<file path="src/fvm_div.sv">
module fvm_div #(
    parameter int NUM_W = 46,
    parameter int DEN_W = 30,
    parameter int QUO_W = 16
) (
    input  logic             i_clk,
    input  logic [NUM_W-1:0] i_num,
    input  logic [DEN_W-1:0] i_den,
    output logic [QUO_W-1:0] o_quo
);

    localparam int CMP_W = (NUM_W > DEN_W + QUO_W) ? NUM_W : DEN_W + QUO_W;

    logic [CMP_W-1:0] r_rem [QUO_W];
    logic [DEN_W-1:0] r_den [QUO_W];
    logic [QUO_W-1:0] r_quo [QUO_W];

    // one quotient bit per stage, msb first
    for (genvar g = 0; g < QUO_W; g++) begin : g_stage
        logic [CMP_W-1:0] w_rem_in;
        logic [DEN_W-1:0] w_den_in;
        logic [QUO_W-1:0] w_quo_in;
        logic [CMP_W-1:0] w_den_sh;
        logic [CMP_W:0]   w_diff;
        logic [CMP_W-1:0] n_rem;
        logic [QUO_W-1:0] n_quo;

        if (g == 0) begin : g_first
            assign w_rem_in = CMP_W'(i_num);
            assign w_den_in = i_den;
            assign w_quo_in = '0;
        end else begin : g_next
            assign w_rem_in = r_rem[g-1];
            assign w_den_in = r_den[g-1];
            assign w_quo_in = r_quo[g-1];
        end

        assign w_den_sh = CMP_W'(w_den_in) << (QUO_W - 1 - g);
        assign w_diff   = {1'b0, w_rem_in} - {1'b0, w_den_sh};
        assign n_rem    = w_diff[CMP_W] ? w_rem_in : w_diff[CMP_W-1:0];
        assign n_quo    = {w_quo_in[QUO_W-2:0], ~w_diff[CMP_W]};

        always_ff @(posedge i_clk) begin
            r_rem[g] <= n_rem;
            r_den[g] <= w_den_in;
            r_quo[g] <= n_quo;
        end
    end

    assign o_quo = r_quo[QUO_W-1];

endmodule

</file>
<file path="config.mk">
export PLATFORM = sky130hd
export DESIGN_NAME = fvm_div
export DESIGN_NICKNAME = d
export VERILOG_FILES = /design/src/fvm_div.sv
export SDC_FILE = /design/constraint.sdc
export NUM_CORES = 2
export LEC_CHECK = 0
export ABC_AREA = 1
export BUFFER_PORTS_ARGS = -buffer_cell sky130_fd_sc_hd__buf_2
export CAP_MARGIN = 5
export CORE_ASPECT_RATIO = 1.75
export CORE_MARGIN = 10
export CORE_UTILIZATION = 60
export CTS_CLUSTER_SIZE = 12
export DETAILED_ROUTE_END_ITERATION = 12
export HOLD_SLACK_MARGIN = 0.08
export PLACE_DENSITY = 0.76
export SYNTH_ARGS = -nofsm -noshare
export SYNTH_HDL_FRONTEND = slang
export SYNTH_SLANG_ARGS = --single-unit
</file>
<file path="constraint.sdc">
create_clock -name i_clk -period 7.2 [get_ports i_clk]
set_clock_uncertainty 0.05 [all_clocks]
set_input_delay 0.72 -clock i_clk [delete_from_list [all_inputs] [get_ports i_clk]]
set_output_delay 0.72 -clock i_clk [all_outputs]
set_load 0.02 [all_outputs]
</file>
==> results summary <==
The flow ran to the end, and the final reports show no timing, DRC or antenna violations. The count of final max-slew check failures came out at 0. The share of synthesized area in the top cell type comes to 0.3534. The mapped cell area came out at 72,280 um^2. The H-tree depth is 4. Measured against its own limit, the worst slew margin works out to 0.1155.

The clock-pin slew on the worst setup and hold paths is 0.06 ns. The path class of the tightest hold or removal check is in2reg. After legalization and detailed placement, the total HPWL measured between 200,000 and 250,000 um. The source-to-sink clock delay at the later pin of the worst-skew pair came out at 0.81 ns. Subtracting the final worst setup slack from the clock period gives about 4.2 ns.

The region available for standard cell placement spans 119,800 um^2. The floorplan step set the die height to 479.2 um. Of all cell types, the one taking the most synthesized area is sky130_fd_sc_hd__dfxtp_1. The power consumption came out at 38.51 mW. The total count of hold-check failures in the final report is 0.

The internal power is 19.13 mW. The setup TNS after final layout came out at 0 ns. Wires add up to ~300,000 um. The DRC violations left is 0.

The number of warning messages in the yosys log came out at 0. The ratio of cells with drive above 1 in the final layout is 0.03168. The total of fill cells in the finished design came out at 10,947. After technology mapping, the gate count stands at 11,285. The switching power of the nets is roughly 19 mW.

The total iterations of the first detailed-routing run came out at 8. For the pin with the worst max-slew slack, the measured transition is 1.323 ns. The aggregate global routing overflow is 0. TritonCTS built the clock tree. The global-route usage over all layers is 0.4445. The total number of nets in the final design came out at roughly 12,000.

The average size of a mapped cell came out at 6.405 um^2. The type of element launching the critical path is a flip-flop. The switching power as a share of total power is 0.5032. The layout overhead on the synthesized area came out at 8.959%. Of the total power, the clock network draws 0.174. The last weighted congestion value of the routability-driven placer came out at 1.129.

The floorplan has 168 rows. The number of buffers on the longest clock path came out at 3. The post-synthesis cell type count came out at between 40 and 50. In this run the clock root is driven by a sky130_fd_sc_hd__clkbuf_16. The initial standard-cell utilization of the core is 0.6033. In this run, synthesis inferred 0 flip-flops with an integrated enable. The maximum frequency from static timing analysis is 238.8 MHz. The leakage power summed over all cells is 43.23 nW. The filler-free cell count of the finished design is 13,122. Setup violations remaining at the end of the flow were counted as 0. By area the synthesized netlist is led by sky130_fd_sc_hd__dfxtp_1 (35%), sky130_fd_sc_hd__nand2_1 (21%), sky130_fd_sc_hd__inv_1 (11%).

The part of the cycle the worst path needs is 0.5815. The total of flip-flops plus latches after synthesis came out at approximately 1,300. The ratio of routed vias to standard cells came out at 5.597. The worst-case vdd ir drop is 0.0002930 V. The number of buffers created by CTS came out at 132.

Of all flip-flops after synthesis, the portion carrying an async set or reset was 0. The max-capacitance violation count came out at 0. The proportion of power drawn by combinational gates came out at 0.521.

The number of cells upsized or downsized after cts is 0. The number of sinks driven by the clock tree came out at 1,276. For this run, the register share of the synthesized area comes to 0.3534. Setup repair after global routing left no endpoint under its margin. The number of cells in the design after placement came out at 12,816. The worst endpoint required time came out at 7.63 ns. The starting DRC count in detailed routing is between 6,000 and 7,000. The critical path is of the reg2reg type. The overall die width is between 200 and 300 um.

Of all nets on the critical path, the largest fanout is 50. The ratio of total power to cell area came out at 488.9 nW/um^2. The average wire length per cell after detail routing came out at 22.83 um.

The number of I/O pins came out at slightly above 90. The data arrival time of the worst path is 4.62 ns. The worst setup path is captured at a flip-flop.

The number of global-route vias before repair is 73,904. The core occupancy in the finished layout came out at 0.6574. The die area is between 100,000 and 150,000 um^2. The first-pass GRT wire length is roughly 450,000 um. The number of nets handed over by synthesis was ~12,000. The number of vias after detailed routing is 73,440. The number of antenna violations at the first check in global routing came out at 43. The count of buffers added on input and output ports is 92.

The pin count of the biggest net entering global routing is 62. The flip-flop cell with the highest count after synthesis is sky130_fd_sc_hd__dfxtp_1. The share of total power dissipated in sequential elements is 0.306. The remaining antenna violation count after routing is 0.
-- per-layer routing --
metal  vias to the layer above  track usage  part of all wire
met4                        16       0.5475              0.16
met3                      2020       0.1246             0.074
met1                     32689       0.3788              0.29
li1                      34744            -                 -
met5                         -    0.0003610           0.00038
met2                      3971       0.7538              0.48
-- final timing paths --
check	startpoint	endpoint	slack [ns]	depth (start not counted)
setup / recovery	r_rem[0][284]	r_rem[0][351]	3.01	12
setup reg to reg	r_rem[0][284]	r_rem[0][351]	3.01	12
hold reg to reg	r_quo[1][22]	r_quo[1][39]	0.25	0
hold / removal	i_num[30]	r_rem[0][30]	0.10	3
-- Yosys cell counts (17+ instances only) --
library cell                  n
sky130_fd_sc_hd__nand2_1   4090
sky130_fd_sc_hd__inv_1     2213
sky130_fd_sc_hd__dfxtp_1   1276
sky130_fd_sc_hd__nor2_1     931
sky130_fd_sc_hd__nand3_1    634
sky130_fd_sc_hd__ha_1       479
sky130_fd_sc_hd__a21oi_1    457
sky130_fd_sc_hd__o21ai_0    353
sky130_fd_sc_hd__xnor2_1    170
sky130_fd_sc_hd__xor2_1     127
sky130_fd_sc_hd__nor3_1      87
sky130_fd_sc_hd__nand3b_1    76
sky130_fd_sc_hd__nand4_1     76
sky130_fd_sc_hd__buf_2       61
sky130_fd_sc_hd__o21ai_1     30
sky130_fd_sc_hd__o21bai_1    24
sky130_fd_sc_hd__buf_6       20
sky130_fd_sc_hd__a21oi_2     17
sky130_fd_sc_hd__and2_1      17
sky130_fd_sc_hd__nor4_1      17
-- layout make-up --
type / count / area [um^2] / area share
Timing Repair Buffer: 148 / 996.0 / 0.01265
Tap cell: 1530 / 1914 / 0.02431
Inverter: 2228 / 8366 / 0.1062
Clock inverter: 35 / 535.5 / 0.006799
Sequential cell: 1276 / 25540 / 0.3243
Antenna cell: 69 / 172.7 / 0.002192
Clock buffer: 156 / 3475 / 0.04412
Multi-Input combinational cell: 7680 / 37760 / 0.4794
-- registers in the layout, indices dropped and copies added (netlist names) --
register / count
r_rem: 690
r_den: 450
r_quo: 136
-- cell usage in the layout, fill, tap and decap left out, drive strengths merged, types with 17 or more instances in the layout --
cell type	n
nand2	4102
xnor2	170
a21oi	474
nor4	17
and2	17
nand3	641
nand4	76
o21ai	389
dfxtp	1276
nor2	948
buf	102
nand3b	76
nor3	89
dlygate4sd3	46
diode	69
xor2	127
o21bai	24
inv	2235
clkbuf	156
ha	479
clkinv	18
-- kinds of logic after synthesis --
logic type / share of synthesized area
AO/OA/AOI/OAI: 0.06501
XOR/XNOR: 0.03599
adder cells (fa/ha/maj): 0.08707
buffers and inverters: 0.1246
flip-flops: 0.3534
AND/OR/NAND/NOR: 0.3340
-- power by group through the flow --
| stage | sequential [mW] | clock (mW) | combinational, mW |
|---|---|---|---|
| floorplan | 10.1 | 0 | 13.5 |
| global placement | 11.6 | 0 | 18.8 |
| detailed placement | 11.6 | 0 | 19.0 |
| CTS | 11.4 | 6.69 | 19.2 |
| global route | 11.7 | 6.94 | 22.1 |
| finish | 11.8 | 6.69 | 20.1 |
-- critical path, stage by stage (launching register included) --
cell and delay (ns):
sky130_fd_sc_hd__dfxtp_1 0.31, sky130_fd_sc_hd__inv_1 0.06, sky130_fd_sc_hd__ha_1 0.14, sky130_fd_sc_hd__inv_1 0.06, sky130_fd_sc_hd__fa_1 0.44, sky130_fd_sc_hd__nand3_1 0.11
sky130_fd_sc_hd__nand3_1 0.24, sky130_fd_sc_hd__nand2_1 0.14, sky130_fd_sc_hd__nand2_1 0.17, sky130_fd_sc_hd__nand2_1 0.12, sky130_fd_sc_hd__nand3_1 0.24, sky130_fd_sc_hd__a21boi_4 1.10
sky130_fd_sc_hd__o21ai_0 0.68
-- stage by stage --
| step | setup slack (ns) | hold WS (ns) | cell area [um^2] |
|---|---|---|---|
| final | 3.013 | 0.1039 | 78760 |
| after global routing | 2.926 | 0.08973 | 78670 |
| after CTS | 3.334 | 0.08039 | 78580 |
| after detailed placement | 3.339 | 0.2621 | 74110 |
| after global placement | 3.374 | 0.2595 | 74110 |
| after floorplan | 4.904 | 0.2596 | 72280 |
-- repair_timing --
action,CTS,global route
endpoints found under the hold margin,46,0
buffers inserted,0,0
hold buffers,46,0
(Power assumes the default switching activity.)
